<file path="src/hw/rtl/lcdws_pkg.sv">
// Shared types, codes and constants for the character-LCD write sequencer.
// No dependencies; used by every other file except lcdws_if and lcdws_checker.
`timescale 1ns / 1ps

package lcdws_pkg;

    localparam int MAX_DIGITS_DEF = 5;
    localparam int NUM_W          = 16;

    localparam logic [4:0] DEC_BASE      = 5'd10;
    localparam logic [3:0] CHAR_DIGIT_HI = 4'h3;   // upper nibble of ASCII '0'..'9'

    // floor(x / 10) == (x * 0xCCCD) >> 19 for every x below 2^18
    localparam logic [15:0] DIV10_RECIP = 16'hCCCD;
    localparam int          DIV10_SHIFT = 19;

    localparam logic [3:0] HOLD_CMD_HI = 4'd5;
    localparam logic [3:0] HOLD_CMD_LO = 4'd5;
    localparam logic [3:0] HOLD_CHR_HI = 4'd10;
    localparam logic [3:0] HOLD_NONE   = 4'd0;

    localparam logic [2:0] ROW_LAST = 3'd3;

    typedef enum logic [2:0] {
        REQ_CMD     = 3'd0,
        REQ_CHAR    = 3'd1,
        REQ_CURSOR  = 3'd2,
        REQ_CHAR_AT = 3'd3,
        REQ_NUM_AT  = 3'd4
    } t_req;

    typedef enum logic [1:0] {
        JOB_CURSOR,
        JOB_BYTE,
        JOB_DIGIT
    } t_job;

    typedef enum logic [2:0] {
        ST_IDLE,
        ST_DIG_START,
        ST_DIG_WAIT,
        ST_SEND,
        ST_STATUS
    } t_state;

    typedef struct packed {
        logic [7:0] data;
        logic       en;
        logic [3:0] hold;
        logic       last_phase;
    } t_snap;

    typedef struct packed {
        logic       pin_event;
        logic       reg_select;
        logic [7:0] data_bus;
        logic       enable_level;
        logic [3:0] hold_us;
        logic       row_error;
        logic       last_result;
    } t_res;

    function automatic logic [7:0] row_base(input logic [1:0] row);
        logic [7:0] base;
        case (row)
            2'd0:    base = 8'h80;
            2'd1:    base = 8'hC0;
            2'd2:    base = 8'h94;
            2'd3:    base = 8'hD4;
            default: base = 8'h80;
        endcase
        return base;
    endfunction

endpackage

</file>
<file path="src/hw/rtl/lcdws_if.sv">
// Handshake channels of the LCD write sequencer: request, result, configuration.
// Depends on nothing; carries valid, ready and the payload of each channel.
`timescale 1ns / 1ps

interface lcdws_req_if;
    logic        valid;
    logic        ready;
    logic [2:0]  req_type;
    logic [7:0]  byte_value;
    logic [15:0] number_value;
    logic [2:0]  row_index;
    logic [7:0]  column_index;

    modport source (output valid, req_type, byte_value, number_value, row_index,
                    column_index, input ready);
    modport sink   (input valid, req_type, byte_value, number_value, row_index,
                    column_index, output ready);
endinterface

interface lcdws_res_if;
    logic       valid;
    logic       ready;
    logic       pin_event;
    logic       reg_select;
    logic [7:0] data_bus;
    logic       enable_level;
    logic [3:0] hold_us;
    logic       row_error;
    logic       last_result;

    modport source (output valid, pin_event, reg_select, data_bus, enable_level,
                    hold_us, row_error, last_result, input ready);
    modport sink   (input valid, pin_event, reg_select, data_bus, enable_level,
                    hold_us, row_error, last_result, output ready);
endinterface

interface lcdws_cfg_if;
    logic valid;
    logic ready;
    logic bus_mode;

    modport source (output valid, bus_mode, input ready);
    modport sink   (input valid, bus_mode, output ready);
endinterface

</file>
<file path="src/hw/rtl/lcdws_div10.sv">
// Shared divide-by-ten unit: reciprocal multiply, then multiply-subtract for the
// remainder (stages r_mul, r_sub, r_done). Depends on lcdws_pkg for the constants.
`timescale 1ns / 1ps

module lcdws_div10 (
    input  logic                         i_clk,
    input  logic                         i_rst_n,
    input  logic                         i_start,
    input  logic [lcdws_pkg::NUM_W-1:0]  i_dividend,
    output logic                         o_done,
    output logic [lcdws_pkg::NUM_W-1:0]  o_quot,
    output logic [3:0]                   o_rem
);

    localparam int W      = lcdws_pkg::NUM_W;
    localparam int PROD_W = 2 * W;

    logic              r_mul;
    logic              r_sub;
    logic              r_done;
    logic [W-1:0]      r_num;
    logic [W-1:0]      r_quo;
    logic [3:0]        r_rem;
    logic [PROD_W-1:0] prod;
    logic [W-1:0]      tens;
    logic [W-1:0]      diff;

    assign prod = {{W{1'b0}}, r_num} * {{W{1'b0}}, lcdws_pkg::DIV10_RECIP};
    assign tens = r_quo * W'(lcdws_pkg::DEC_BASE);
    assign diff = r_num - tens;

    always_ff @(posedge i_clk) begin
        if (!i_rst_n) begin
            r_mul  <= 1'b0;
            r_sub  <= 1'b0;
            r_done <= 1'b0;
        end else begin
            r_mul  <= i_start;
            r_sub  <= r_mul;
            r_done <= r_sub;
        end
        if (i_start) begin
            r_num <= i_dividend;
        end
        if (r_mul) begin
            r_quo <= W'(prod >> lcdws_pkg::DIV10_SHIFT);
        end
        // remainder is below ten, so the low nibble carries it
        if (r_sub) begin
            r_rem <= diff[3:0];
        end
    end

    assign o_done = r_done;
    assign o_quot = r_quo;
    assign o_rem  = r_rem;

endmodule

</file>
<file path="src/hw/rtl/lcdws_snap.sv">
// Pin snapshot formatter: strobe phase of one byte in four- or eight-bit mode.
// Depends on lcdws_pkg for hold times and the snapshot struct.
`timescale 1ns / 1ps

module lcdws_snap (
    input  logic                 i_rs,
    input  logic [7:0]           i_value,
    input  logic                 i_wide,
    input  logic [1:0]           i_phase,
    output lcdws_pkg::t_snap     o_snap
);

    logic [3:0] hold_hi;
    logic [3:0] hold_lo;

    assign hold_hi = i_rs ? lcdws_pkg::HOLD_CHR_HI : lcdws_pkg::HOLD_CMD_HI;
    assign hold_lo = i_rs ? lcdws_pkg::HOLD_NONE   : lcdws_pkg::HOLD_CMD_LO;

    always_comb begin
        o_snap.en         = ~i_phase[0];
        o_snap.last_phase = 1'b0;
        if (i_wide) begin
            o_snap.data       = i_value;
            o_snap.hold       = i_phase[0] ? lcdws_pkg::HOLD_NONE : hold_hi;
            o_snap.last_phase = i_phase[0];
        end else begin
            // high nibble on phases 0/1, low nibble on phases 2/3
            o_snap.data       = {4'h0, i_phase[1] ? i_value[3:0] : i_value[7:4]};
            o_snap.hold       = i_phase[0] ? hold_lo : hold_hi;
            o_snap.last_phase = i_phase[1] & i_phase[0];
        end
    end

endmodule

</file>
<file path="src/hw/rtl/char_lcd_write_sequencer_unit.sv">
// Top level of the character-LCD write sequencer: request decode, digit
// extraction and snapshot sequencing. Uses lcdws_pkg, lcdws_if, lcdws_div10, lcdws_snap.
//
//  Port     Dir  Handshake        Payload
//  i_req    in   valid / ready    req_type, byte_value, number_value, row_index, column_index
//  o_res    out  valid / ready    pin_event, reg_select, data_bus, enable_level, hold_us,
//                                 row_error, last_result
//  i_cfg    in   valid / ready    bus_mode (ready always high)
//
//  One request is taken in the idle state; one result snapshot leaves per cycle while o_res
//  is ready (2 per byte at eight bits, 4 at four bits). A number first passes through the
//  shared divide-by-ten unit, one digit at a time and for at most MAX_DIGITS digits.
//  Reset (synchronous, active low) returns to idle, empties the result register and
//  clears bus_mode. A stalled o_res holds its result and freezes snapshot sequencing.
`timescale 1ns / 1ps

module char_lcd_write_sequencer_unit #(
    parameter int MAX_DIGITS = lcdws_pkg::MAX_DIGITS_DEF
) (
    input  logic        i_clk,
    input  logic        i_rst_n,
    lcdws_req_if.sink   i_req,
    lcdws_res_if.source o_res,
    lcdws_cfg_if.sink   i_cfg
);

    localparam int CNT_W = $clog2(MAX_DIGITS + 1);
    localparam int IDX_W = (MAX_DIGITS > 1) ? $clog2(MAX_DIGITS) : 1;

    lcdws_pkg::t_state           r_state, n_state;
    lcdws_pkg::t_job             r_job, n_job;
    logic [2:0]                  r_type, n_type;
    logic [7:0]                  r_byte, n_byte;
    logic [1:0]                  r_row, n_row;
    logic [7:0]                  r_col, n_col;
    logic                        r_row_err, n_row_err;
    logic [lcdws_pkg::NUM_W-1:0] r_val, n_val;
    logic [CNT_W-1:0]            r_ndig, n_ndig;
    logic [IDX_W-1:0]            r_dsel, n_dsel;
    logic [1:0]                  r_phase, n_phase;
    logic                        r_bus_mode;
    logic                        r_out_valid, n_out_valid;
    lcdws_pkg::t_res             r_out, n_out;
    logic [3:0]                  r_dig [MAX_DIGITS];

    logic                        div_start;
    logic                        div_done;
    logic [lcdws_pkg::NUM_W-1:0] div_quot;
    logic [3:0]                  div_rem;
    logic                        row_bad;
    logic                        slot_free;
    logic                        cur_rs;
    logic [7:0]                  cur_value;
    logic                        more;
    logic [CNT_W-1:0]            ndig_dec;
    lcdws_pkg::t_snap            snap;

    lcdws_div10 u_div10 (
        .i_clk      (i_clk),
        .i_rst_n    (i_rst_n),
        .i_start    (div_start),
        .i_dividend (r_val),
        .o_done     (div_done),
        .o_quot     (div_quot),
        .o_rem      (div_rem)
    );

    lcdws_snap u_snap (
        .i_rs    (cur_rs),
        .i_value (cur_value),
        .i_wide  (r_bus_mode),
        .i_phase (r_phase),
        .o_snap  (snap)
    );

    assign i_req.ready = (r_state == lcdws_pkg::ST_IDLE);
    assign i_cfg.ready = 1'b1;
    assign row_bad     = (i_req.row_index > lcdws_pkg::ROW_LAST);
    assign slot_free   = !r_out_valid || o_res.ready;
    assign ndig_dec    = r_ndig - 1'b1;

    // byte currently on its way out
    always_comb begin
        case (r_job)
            lcdws_pkg::JOB_CURSOR: begin
                cur_rs    = 1'b0;
                cur_value = lcdws_pkg::row_base(r_row) + r_col;
            end
            lcdws_pkg::JOB_BYTE: begin
                cur_rs    = (r_type != lcdws_pkg::REQ_CMD);
                cur_value = r_byte;
            end
            lcdws_pkg::JOB_DIGIT: begin
                cur_rs    = 1'b1;
                cur_value = {lcdws_pkg::CHAR_DIGIT_HI, r_dig[r_dsel]};
            end
            default: begin
                cur_rs    = 1'b0;
                cur_value = 8'h00;
            end
        endcase
    end

    always_comb begin
        case (r_job)
            lcdws_pkg::JOB_CURSOR: more = (r_type != lcdws_pkg::REQ_CURSOR);
            lcdws_pkg::JOB_DIGIT:  more = (r_dsel != '0);
            default:               more = 1'b0;
        endcase
    end

    always_comb begin
        n_state     = r_state;
        n_job       = r_job;
        n_type      = r_type;
        n_byte      = r_byte;
        n_row       = r_row;
        n_col       = r_col;
        n_row_err   = r_row_err;
        n_val       = r_val;
        n_ndig      = r_ndig;
        n_dsel      = r_dsel;
        n_phase     = r_phase;
        n_out       = r_out;
        n_out_valid = r_out_valid && !o_res.ready;
        div_start   = 1'b0;

        case (r_state)
            lcdws_pkg::ST_IDLE: begin
                if (i_req.valid) begin
                    n_type    = i_req.req_type;
                    n_byte    = i_req.byte_value;
                    n_row     = i_req.row_index[1:0];
                    n_col     = i_req.column_index;
                    n_val     = i_req.number_value;
                    n_ndig    = '0;
                    n_phase   = 2'd0;
                    n_row_err = 1'b0;
                    case (i_req.req_type)
                        lcdws_pkg::REQ_CMD, lcdws_pkg::REQ_CHAR: begin
                            n_job   = lcdws_pkg::JOB_BYTE;
                            n_state = lcdws_pkg::ST_SEND;
                        end
                        lcdws_pkg::REQ_CURSOR: begin
                            n_row_err = row_bad;
                            n_job     = lcdws_pkg::JOB_CURSOR;
                            n_state   = row_bad ? lcdws_pkg::ST_STATUS : lcdws_pkg::ST_SEND;
                        end
                        lcdws_pkg::REQ_CHAR_AT: begin
                            n_row_err = row_bad;
                            n_job     = row_bad ? lcdws_pkg::JOB_BYTE : lcdws_pkg::JOB_CURSOR;
                            n_state   = lcdws_pkg::ST_SEND;
                        end
                        lcdws_pkg::REQ_NUM_AT: begin
                            n_row_err = row_bad;
                            n_state   = lcdws_pkg::ST_DIG_START;
                        end
                        default: begin
                            // unknown type: drop without result
                            n_state = lcdws_pkg::ST_IDLE;
                        end
                    endcase
                end
            end
            lcdws_pkg::ST_DIG_START: begin
                // zero still yields one digit, as the first pass is always taken
                if (r_ndig == '0 ||
                    (r_val != '0 && r_ndig < CNT_W'(MAX_DIGITS))) begin
                    div_start = 1'b1;
                    n_state   = lcdws_pkg::ST_DIG_WAIT;
                end else begin
                    n_dsel  = ndig_dec[IDX_W-1:0];
                    n_job   = r_row_err ? lcdws_pkg::JOB_DIGIT : lcdws_pkg::JOB_CURSOR;
                    n_state = lcdws_pkg::ST_SEND;
                end
            end
            lcdws_pkg::ST_DIG_WAIT: begin
                if (div_done) begin
                    n_val   = div_quot;
                    n_ndig  = r_ndig + 1'b1;
                    n_state = lcdws_pkg::ST_DIG_START;
                end
            end
            lcdws_pkg::ST_SEND: begin
                if (slot_free) begin
                    n_out_valid        = 1'b1;
                    n_out.pin_event    = 1'b1;
                    n_out.reg_select   = cur_rs;
                    n_out.data_bus     = snap.data;
                    n_out.enable_level = snap.en;
                    n_out.hold_us      = snap.hold;
                    n_out.last_result  = snap.last_phase && !more;
                    n_out.row_error    = snap.last_phase && !more && r_row_err;
                    if (!snap.last_phase) begin
                        n_phase = r_phase + 1'b1;
                    end else begin
                        n_phase = 2'd0;
                        if (!more) begin
                            n_state = lcdws_pkg::ST_IDLE;
                        end else if (r_job == lcdws_pkg::JOB_DIGIT) begin
                            n_dsel = r_dsel - 1'b1;
                        end else if (r_type == lcdws_pkg::REQ_CHAR_AT) begin
                            n_job = lcdws_pkg::JOB_BYTE;
                        end else begin
                            n_job = lcdws_pkg::JOB_DIGIT;
                        end
                    end
                end
            end
            lcdws_pkg::ST_STATUS: begin
                if (slot_free) begin
                    n_out_valid       = 1'b1;
                    n_out             = '0;
                    n_out.row_error   = 1'b1;
                    n_out.last_result = 1'b1;
                    n_state           = lcdws_pkg::ST_IDLE;
                end
            end
            default: begin
                n_state = lcdws_pkg::ST_IDLE;
            end
        endcase
    end

    always_ff @(posedge i_clk) begin
        if (!i_rst_n) begin
            r_state     <= lcdws_pkg::ST_IDLE;
            r_out_valid <= 1'b0;
            r_bus_mode  <= 1'b0;
        end else begin
            r_state     <= n_state;
            r_out_valid <= n_out_valid;
            if (i_cfg.valid) begin
                r_bus_mode <= i_cfg.bus_mode;
            end
        end
        r_job     <= n_job;
        r_type    <= n_type;
        r_byte    <= n_byte;
        r_row     <= n_row;
        r_col     <= n_col;
        r_row_err <= n_row_err;
        r_val     <= n_val;
        r_ndig    <= n_ndig;
        r_dsel    <= n_dsel;
        r_phase   <= n_phase;
        r_out     <= n_out;
    end

    // store each remainder, least significant digit first
    always_ff @(posedge i_clk) begin
        if (r_state == lcdws_pkg::ST_DIG_WAIT && div_done) begin
            r_dig[r_ndig[IDX_W-1:0]] <= div_rem;
        end
    end

    assign o_res.valid        = r_out_valid;
    assign o_res.pin_event    = r_out.pin_event;
    assign o_res.reg_select   = r_out.reg_select;
    assign o_res.data_bus     = r_out.data_bus;
    assign o_res.enable_level = r_out.enable_level;
    assign o_res.hold_us      = r_out.hold_us;
    assign o_res.row_error    = r_out.row_error;
    assign o_res.last_result  = r_out.last_result;

endmodule

</file>
<file path="src/flat_wrapper.sv">
// flat-port wrapper written by rule: the top's interface ports become plain ports
module char_lcd_write_sequencer_unit_flat 
#(
    parameter int MAX_DIGITS = lcdws_pkg::MAX_DIGITS_DEF
)
  (i_clk, i_rst_n, i_req_valid, i_req_req_type, i_req_byte_value, i_req_number_value, i_req_row_index, i_req_column_index, i_req_ready, o_res_valid, o_res_pin_event, o_res_reg_select, o_res_data_bus, o_res_enable_level, o_res_hold_us, o_res_row_error, o_res_last_result, o_res_ready, i_cfg_valid, i_cfg_bus_mode, i_cfg_ready);
  lcdws_req_if i_req_i ();
  lcdws_res_if o_res_i ();
  lcdws_cfg_if i_cfg_i ();
  input  logic i_clk;
  input  logic i_rst_n;
  input wire logic [$bits(i_req_i.valid)-1:0] i_req_valid;
  input wire logic [$bits(i_req_i.req_type)-1:0] i_req_req_type;
  input wire logic [$bits(i_req_i.byte_value)-1:0] i_req_byte_value;
  input wire logic [$bits(i_req_i.number_value)-1:0] i_req_number_value;
  input wire logic [$bits(i_req_i.row_index)-1:0] i_req_row_index;
  input wire logic [$bits(i_req_i.column_index)-1:0] i_req_column_index;
  output wire logic [$bits(i_req_i.ready)-1:0] i_req_ready;
  output wire logic [$bits(o_res_i.valid)-1:0] o_res_valid;
  output wire logic [$bits(o_res_i.pin_event)-1:0] o_res_pin_event;
  output wire logic [$bits(o_res_i.reg_select)-1:0] o_res_reg_select;
  output wire logic [$bits(o_res_i.data_bus)-1:0] o_res_data_bus;
  output wire logic [$bits(o_res_i.enable_level)-1:0] o_res_enable_level;
  output wire logic [$bits(o_res_i.hold_us)-1:0] o_res_hold_us;
  output wire logic [$bits(o_res_i.row_error)-1:0] o_res_row_error;
  output wire logic [$bits(o_res_i.last_result)-1:0] o_res_last_result;
  input wire logic [$bits(o_res_i.ready)-1:0] o_res_ready;
  input wire logic [$bits(i_cfg_i.valid)-1:0] i_cfg_valid;
  input wire logic [$bits(i_cfg_i.bus_mode)-1:0] i_cfg_bus_mode;
  output wire logic [$bits(i_cfg_i.ready)-1:0] i_cfg_ready;
  assign i_req_i.valid = i_req_valid;
  assign i_req_i.req_type = i_req_req_type;
  assign i_req_i.byte_value = i_req_byte_value;
  assign i_req_i.number_value = i_req_number_value;
  assign i_req_i.row_index = i_req_row_index;
  assign i_req_i.column_index = i_req_column_index;
  assign i_req_ready = i_req_i.ready;
  assign o_res_valid = o_res_i.valid;
  assign o_res_pin_event = o_res_i.pin_event;
  assign o_res_reg_select = o_res_i.reg_select;
  assign o_res_data_bus = o_res_i.data_bus;
  assign o_res_enable_level = o_res_i.enable_level;
  assign o_res_hold_us = o_res_i.hold_us;
  assign o_res_row_error = o_res_i.row_error;
  assign o_res_last_result = o_res_i.last_result;
  assign o_res_i.ready = o_res_ready;
  assign i_cfg_i.valid = i_cfg_valid;
  assign i_cfg_i.bus_mode = i_cfg_bus_mode;
  assign i_cfg_ready = i_cfg_i.ready;
  char_lcd_write_sequencer_unit #(.MAX_DIGITS(MAX_DIGITS)) u_core (.i_clk(i_clk), .i_rst_n(i_rst_n), .i_req(i_req_i), .o_res(o_res_i), .i_cfg(i_cfg_i));
endmodule
</file>
<file path="config.mk">
export PLATFORM = sky130hd
export DESIGN_NAME = char_lcd_write_sequencer_unit_flat
export DESIGN_NICKNAME = d
export VERILOG_FILES = /design/src/hw/rtl/lcdws_pkg.sv /design/src/hw/rtl/lcdws_if.sv /design/src/hw/rtl/lcdws_div10.sv /design/src/hw/rtl/lcdws_snap.sv /design/src/hw/rtl/char_lcd_write_sequencer_unit.sv /design/src/flat_wrapper.sv
export SDC_FILE = /design/constraint.sdc
export NUM_CORES = 1
export LEC_CHECK = 0
export BUFFER_PORTS_ARGS = -buffer_cell sky130_fd_sc_hd__buf_4
export CAP_MARGIN = 5
export CELL_PAD_IN_SITES_DETAIL_PLACEMENT = 0
export CELL_PAD_IN_SITES_GLOBAL_PLACEMENT = 1
export CORE_MARGIN = 2
export CORE_UTILIZATION = 40
export CTS_BUF_LIST = sky130_fd_sc_hd__clkbuf_4 sky130_fd_sc_hd__clkbuf_8 sky130_fd_sc_hd__clkbuf_16
export DETAILED_ROUTE_END_ITERATION = 7
export PLACE_DENSITY = 0.67
export SLEW_MARGIN = 10
export SYNTH_ARGS = -nofsm -noshare
export SYNTH_HDL_FRONTEND = slang
export SYNTH_SLANG_ARGS = --single-unit
</file>
<file path="constraint.sdc">
create_clock -name i_clk -period 5.5 [get_ports i_clk]
set_input_delay 0.55 -clock i_clk [delete_from_list [all_inputs] [get_ports i_clk]]
set_output_delay 0.55 -clock i_clk [all_outputs]
set_load 0.05 [all_outputs]
</file>
-- Word-level counts from Yosys, hierarchy flattened
Memories as Yosys holds them, arrays and structs flattened. A register that Yosys moved wholly into a read port is not among the register bits.
Index checks and enable logic that the tools add are counted.
- bits in registers: 106
- memory bits (writable): 20
- bits of input ports: 44
- output and inout port bits: 20
- logic and storage cells: 158
- memories: 1
- memories (name ; depth ; bits a word ; read ports ; clocked after Yosys merged registers in ; wr ports ; line ; text):
    u_core.r_dig ; 5 ; 4 ; 1 ; 1 ; 1 ; char_lcd_write_sequencer_unit.sv:44 ; logic [3:0] r_dig [MAX_DIGITS];
- add/subtract/negate cells: 6
- multiply operators: 2
- magnitude comparators: 2
- equality and inequality tests: 26
- mux-type cells: 59
- bitwise gates (word level): 2
- reductions and logical operators: 34
- operators by type and width (cell ; number):
    two-way mux 3 bit ; 16
    two-way mux 17 bit ; 2
    case mux 17 bit (2 select lines) ; 1
    multiplier 16 x 16 -> 32 bit, second input constant ; 1
    two-way mux 16 bit ; 2
    case mux 16 bit (2 select lines) ; 1
    case mux 8 bit (4 select lines) ; 1
    case mux 8 bit (3 select lines) ; 1
    two-way mux 2 bit ; 11
    two-way mux 4 bit ; 4
    two-way mux 8 bit ; 2
    nonzero test 16 bit ; 1
    == test 3 x 2 -> 1 bit, second input constant ; 5
    case mux 3 bit (5 select lines) ; 1
    multiplier 13 x 3 -> 3 bit, second input constant ; 1
    case mux 2 bit (3 select lines) ; 2
    case mux 3 bit (2 select lines) ; 2
    AND reduction 6 bit ; 2
    inequality test 2 x 1 -> 1 bit, second input constant ; 5
    inequality test 2 bit, second input constant ; 5
    logical NOT 3 bit ; 3
    case mux 3 bit (3 select lines) ; 1
    AND reduction 3 bit ; 3
    nonzero test 3 bit ; 3
    other kinds (28) ; 55

-- Longest topological paths before layout
- depth after elaboration: 9
- mapped depth: 20

-- Hierarchy
A second synthesis with hierarchy kept.
- cell total of the unflattened synthesis: 922
- area total of the unflattened synthesis: 10256.1 µm²
- by module, submodules not included (module ; instances ; cells an instance ; area an instance (µm²)):
    lcdws_div10 ; 1 ; 588 ; 5980.7
    char_lcd_write_sequencer_unit ; 1 ; 319 ; 4140.2
    lcdws_snap ; 1 ; 15 ; 135.1

-- Worst setup path before layout
OpenSTA, ideal clock, no wires.
- path kind: register to register
- start point: reg u_core.u_div10.r_num[7]
- end point: reg u_core.u_div10.r_quo[12] (netlist: u_core.u_div10.o_quot[12]) (data pin)
- arrival: 5.226 ns
- path slack: 0.010 ns
- stages on the path, launching flop included: 19
- path buffers: 0
- clock period less this slack: 5.490 ns
- cell sequence: edfxtp_1 ha_1 inv_1 fa_1 inv_1 fa_1 fa_1 fa_1 inv_1 fa_1 inv_1 ha_1 nand4_2 nor3_1 a211o_1 or3_4 a21oi_4 o311ai_2 xnor2_1
- longest elaborated chain between the ends: 1
- RTL lines (item ; line ; text):
    start, declared ; lcdws_div10.sv:21 ; logic [W-1:0] r_num;
    start signal, assigned ; lcdws_div10.sv:43 ; r_num <= i_dividend;
    multiplier 16 x 16 -> 32 bit ; lcdws_div10.sv:28 ; assign prod = {{W{1'b0}}, r_num} * {{W{1'b0}}, lcdws_pkg::DIV10_RECIP};
    net u_core.u_div10.prod[31] ; lcdws_div10.sv:24 ; logic [PROD_W-1:0] prod;
    end signal, assigned ; lcdws_div10.sv:46 ; r_quo <= W'(prod >> lcdws_pkg::DIV10_SHIFT);
    end, declared ; lcdws_div10.sv:22 ; logic [W-1:0] r_quo;
The timed path passes the listed nets, and every way through them passes these cells.
A chain may end at the register's enable or synchronous reset.

-- Worst setup path after layout
- start point: reg u_core.u_div10.r_num[10]
- end point: reg u_core.u_div10.r_quo[9] (netlist: u_core.u_div10.o_quot[9]) (data pin)
Same word-level chain as after synthesis.

==> results.cfg <==
[status]
status = finished clean

[timing]
setup_viol = 0
hold_viol = 0
slew_headroom = 0.262
finalClockSkew_ns = 0.0115
fin_crit_sh = 0.976
min_period_ns = 5.37
finalMaxSlewViolations = 0
setup_slack_ns = 0.135
tightest_slew_ns = 1.09
fmaxAchievable_ghz = 0.186
rsz0062_at_grt = true

[cells_and_area]
layout_common_cells = inv_1 (194), buf_4 (129), ha_1 (127), edfxtp_1 (116), fa_1 (79)
num_antenna_cells = 0
drive_above_1_share = 0.236
nNetsFinal = 1242
multiInputGateArea_sq_um = 5640
layout_commonest_cell = inv_1
area_delta_synth_final_pct = 23.2
regArea_sq_um = 3700
n_fill_cell = 2228
utilization = 0.499

[global_routing]
first_global_vias = 6538
grt_max_degree = 23
antenna_found_initial = 0
grt.overflow.total = 0
grt.total_usage = 0.183
grt_pass1_wl_mm = 35.9

[setup_path]
reg2reg_slack_ns = 0.13
startpoint_type = flop
arrival_ns = 5.53
crit_path_max_fanout = 3
cp.required_ns = 5.67
end_kind = flop
critical_path_class = reg -> reg
crit_path_start = u_core.u_div10.r_num[10]
rr_startpoint = u_core.u_div10.r_num[10]

[synthesis]
yosysSeqAreaShare = 0.377
yosysWarnings = 0
synth_edf_count = 116
synth_fp_nets = 1107
synth_cell_types = 64
synth_area_sq_um = 9830
ys_ff_latch = 127
ys.flop_type = edfxtp_1
postSynthAreaPerCell_sq_um = 11.7
synthCells = 839
async_flop_share = 0

[clocking]
clockRootBuffer = clkbuf_16
clk_pin_slew_worst_paths_ns = 0.06
cts_sinks = 127
insertion_delay_ns = 0.42
cts_buffers = 17
cts_htree_levels = 4
tritoncts = yes
clockBufferDepth = 2

[floorplan]
num_rows = 57
die_area_sq_um = 25800
initial_core_util = 0.405
dieHeight_um = 161
num_io_pins = 64
fp.dieW_um = 161
core_area_sq_um = 24200

[placement]
routabilityCongestion = 0.836
place_hpwl_mm = 18.6
portBuffers = 62
place_ws_ns = -0.156

[route]
num_vias = 6332
antenna_left = 0
via_per_inst = 4.83
wl_mm = 22.8
drc_errors = 0
drtIter0Drc = 370
avgRoutedWirePerCell_um = 17.4
firstDrtPassIters = 5

[hold_path]
hold_start = i_req_column_index[6]
hp-class = in -> reg

[job]
cap_violations = 0
flip-flops by register name, summed over array words and instances, names as in the netlist, 3 cells and up, named ones only:
name	cells
u_core.r_dsel	3
u_core.r_col	8
u_core.o_res.data_bus	8
u_core.r_type	3
u_core.r_state	3
u_core.r_val	16
u_core.r_ndig	3
u_core.u_div10.o_quot	13
u_core.r_byte	8
u_core.r_dig	20
u_core.u_div10.o_rem	4
u_core.u_div10.r_num	16
repair_timing:
item | CTS | global route
cloned | 0 | 0
hold buffers | 0 | 0
pin swaps | 14 | 42
gates resized for setup | 17 | 28
buffers inserted | 3 | 8
setup endpoints to repair | 8 | 12
cell families (layout without fill, tap and decap cells):
group           count (synthesis)  in the layout  share of synthesized area
compound gates                 95             95                     0.0677
xor+xnor                       30             30                     0.0267
fa+ha+maj                     224            224                      0.346
buf+inv                       214            362                     0.0830
flops                         127            127                      0.377
mux                            28             28                     0.0362
other cells                     1              1                   0.000382
simple gates                  120            120                     0.0630
worst max-delay path, cell delays in order (launching register included):
cell	delay [ns]
edfxtp_1	0.48
ha_1	0.40
ha_1	0.31
inv_1	0.05
fa_1	0.49
inv_1	0.05
fa_1	0.46
fa_1	0.54
inv_1	0.05
fa_1	0.52
inv_1	0.04
ha_1	0.32
nand2_1	0.18
nor3_1	0.07
a211o_1	0.31
nor4b_2	0.27
buf_4	0.20
o21ai_4	0.07
o31ai_2	0.21
xnor2_1	0.09
worst paths after layout:
path                                   end  depth (start not counted)
hold reg to reg   u_core.u_div10.r_num[13]                          0
setup / recovery  u_core.u_div10.o_quot[9]                         19
hold / removal             u_core.r_col[6]                          1
setup reg to reg  u_core.u_div10.o_quot[9]                         19
Yosys cell counts (all sizes together) (2+ instances only):
cell type	n	area (sq um)
o21bai	2	15.0
o21a	2	15.0
mux4	4	90.1
and2	5	31.3
dfxtp	11	220
a22oi	4	30.0
nor2b	9	56.3
a221oi	2	17.5
a21o	10	75.1
nor4	10	62.6
a21oi	26	141
or3	2	17.5
nand2b	6	37.5
inv	199	747
nor2	30	115
o31ai	5	42.5
nor3	14	70.1
nand3	4	20.0
a2111oi	2	23.8
edfxtp	116	3480
nand2	26	97.6
a211oi	2	15.0
a31oi	4	25.0
a222oi	4	40.0
and3	7	45.1
ha	144	1800
clkbuf	10	37.5
o21ai	18	90.1
fa	80	1600
xnor2	19	166
nor4b	2	23.8
xor2	11	96.3
mux2i	4	40.0
nand4	3	25.0
mux2	20	225
buf	4	27.5
routing by layer:
| layer | part of all wire | wire length (um) | global-route usage |
|---|---|---|---|
| met1 | 0.50 | 11300 | 0.271 |
| met2 | 0.47 | 10600 | 0.286 |
| met3 | 0.032 | 731 | 0.0323 |
| met4 | 0.0058 | 132 | 0.0296 |
| met5 | 0 | 0 | 0 |
per-stage QoR:
step / TNS, ns / instance area (sq um) / std cells / hold slack [ns]
6_report: 0 / 12100 / 1311 / 0.311
5_1_grt: -0.166 / 12100 / 1311 / 0.287
4_1_cts: 0 / 11800 / 1303 / 0.295
3_5_place_dp: -0.668 / 11100 / 1268 / 0.440
3_3_place_gp: -0.282 / 11100 / 1268 / 0.442
2_1_floorplan: 0 / 9830 / 839 / 0.427
area by class of cell:
cell class,count,area share
Clock inverter,15,0.0163
Inverter,200,0.0620
Multi-Input combinational cell,498,0.466
Sequential cell,127,0.306
Timing Repair Buffer,130,0.0816
Tap cell,324,0.0335
Clock buffer,17,0.0351
Power is not shown: default switching activity piles up to over one toggle a cycle in this logic, so the estimate is an artifact.
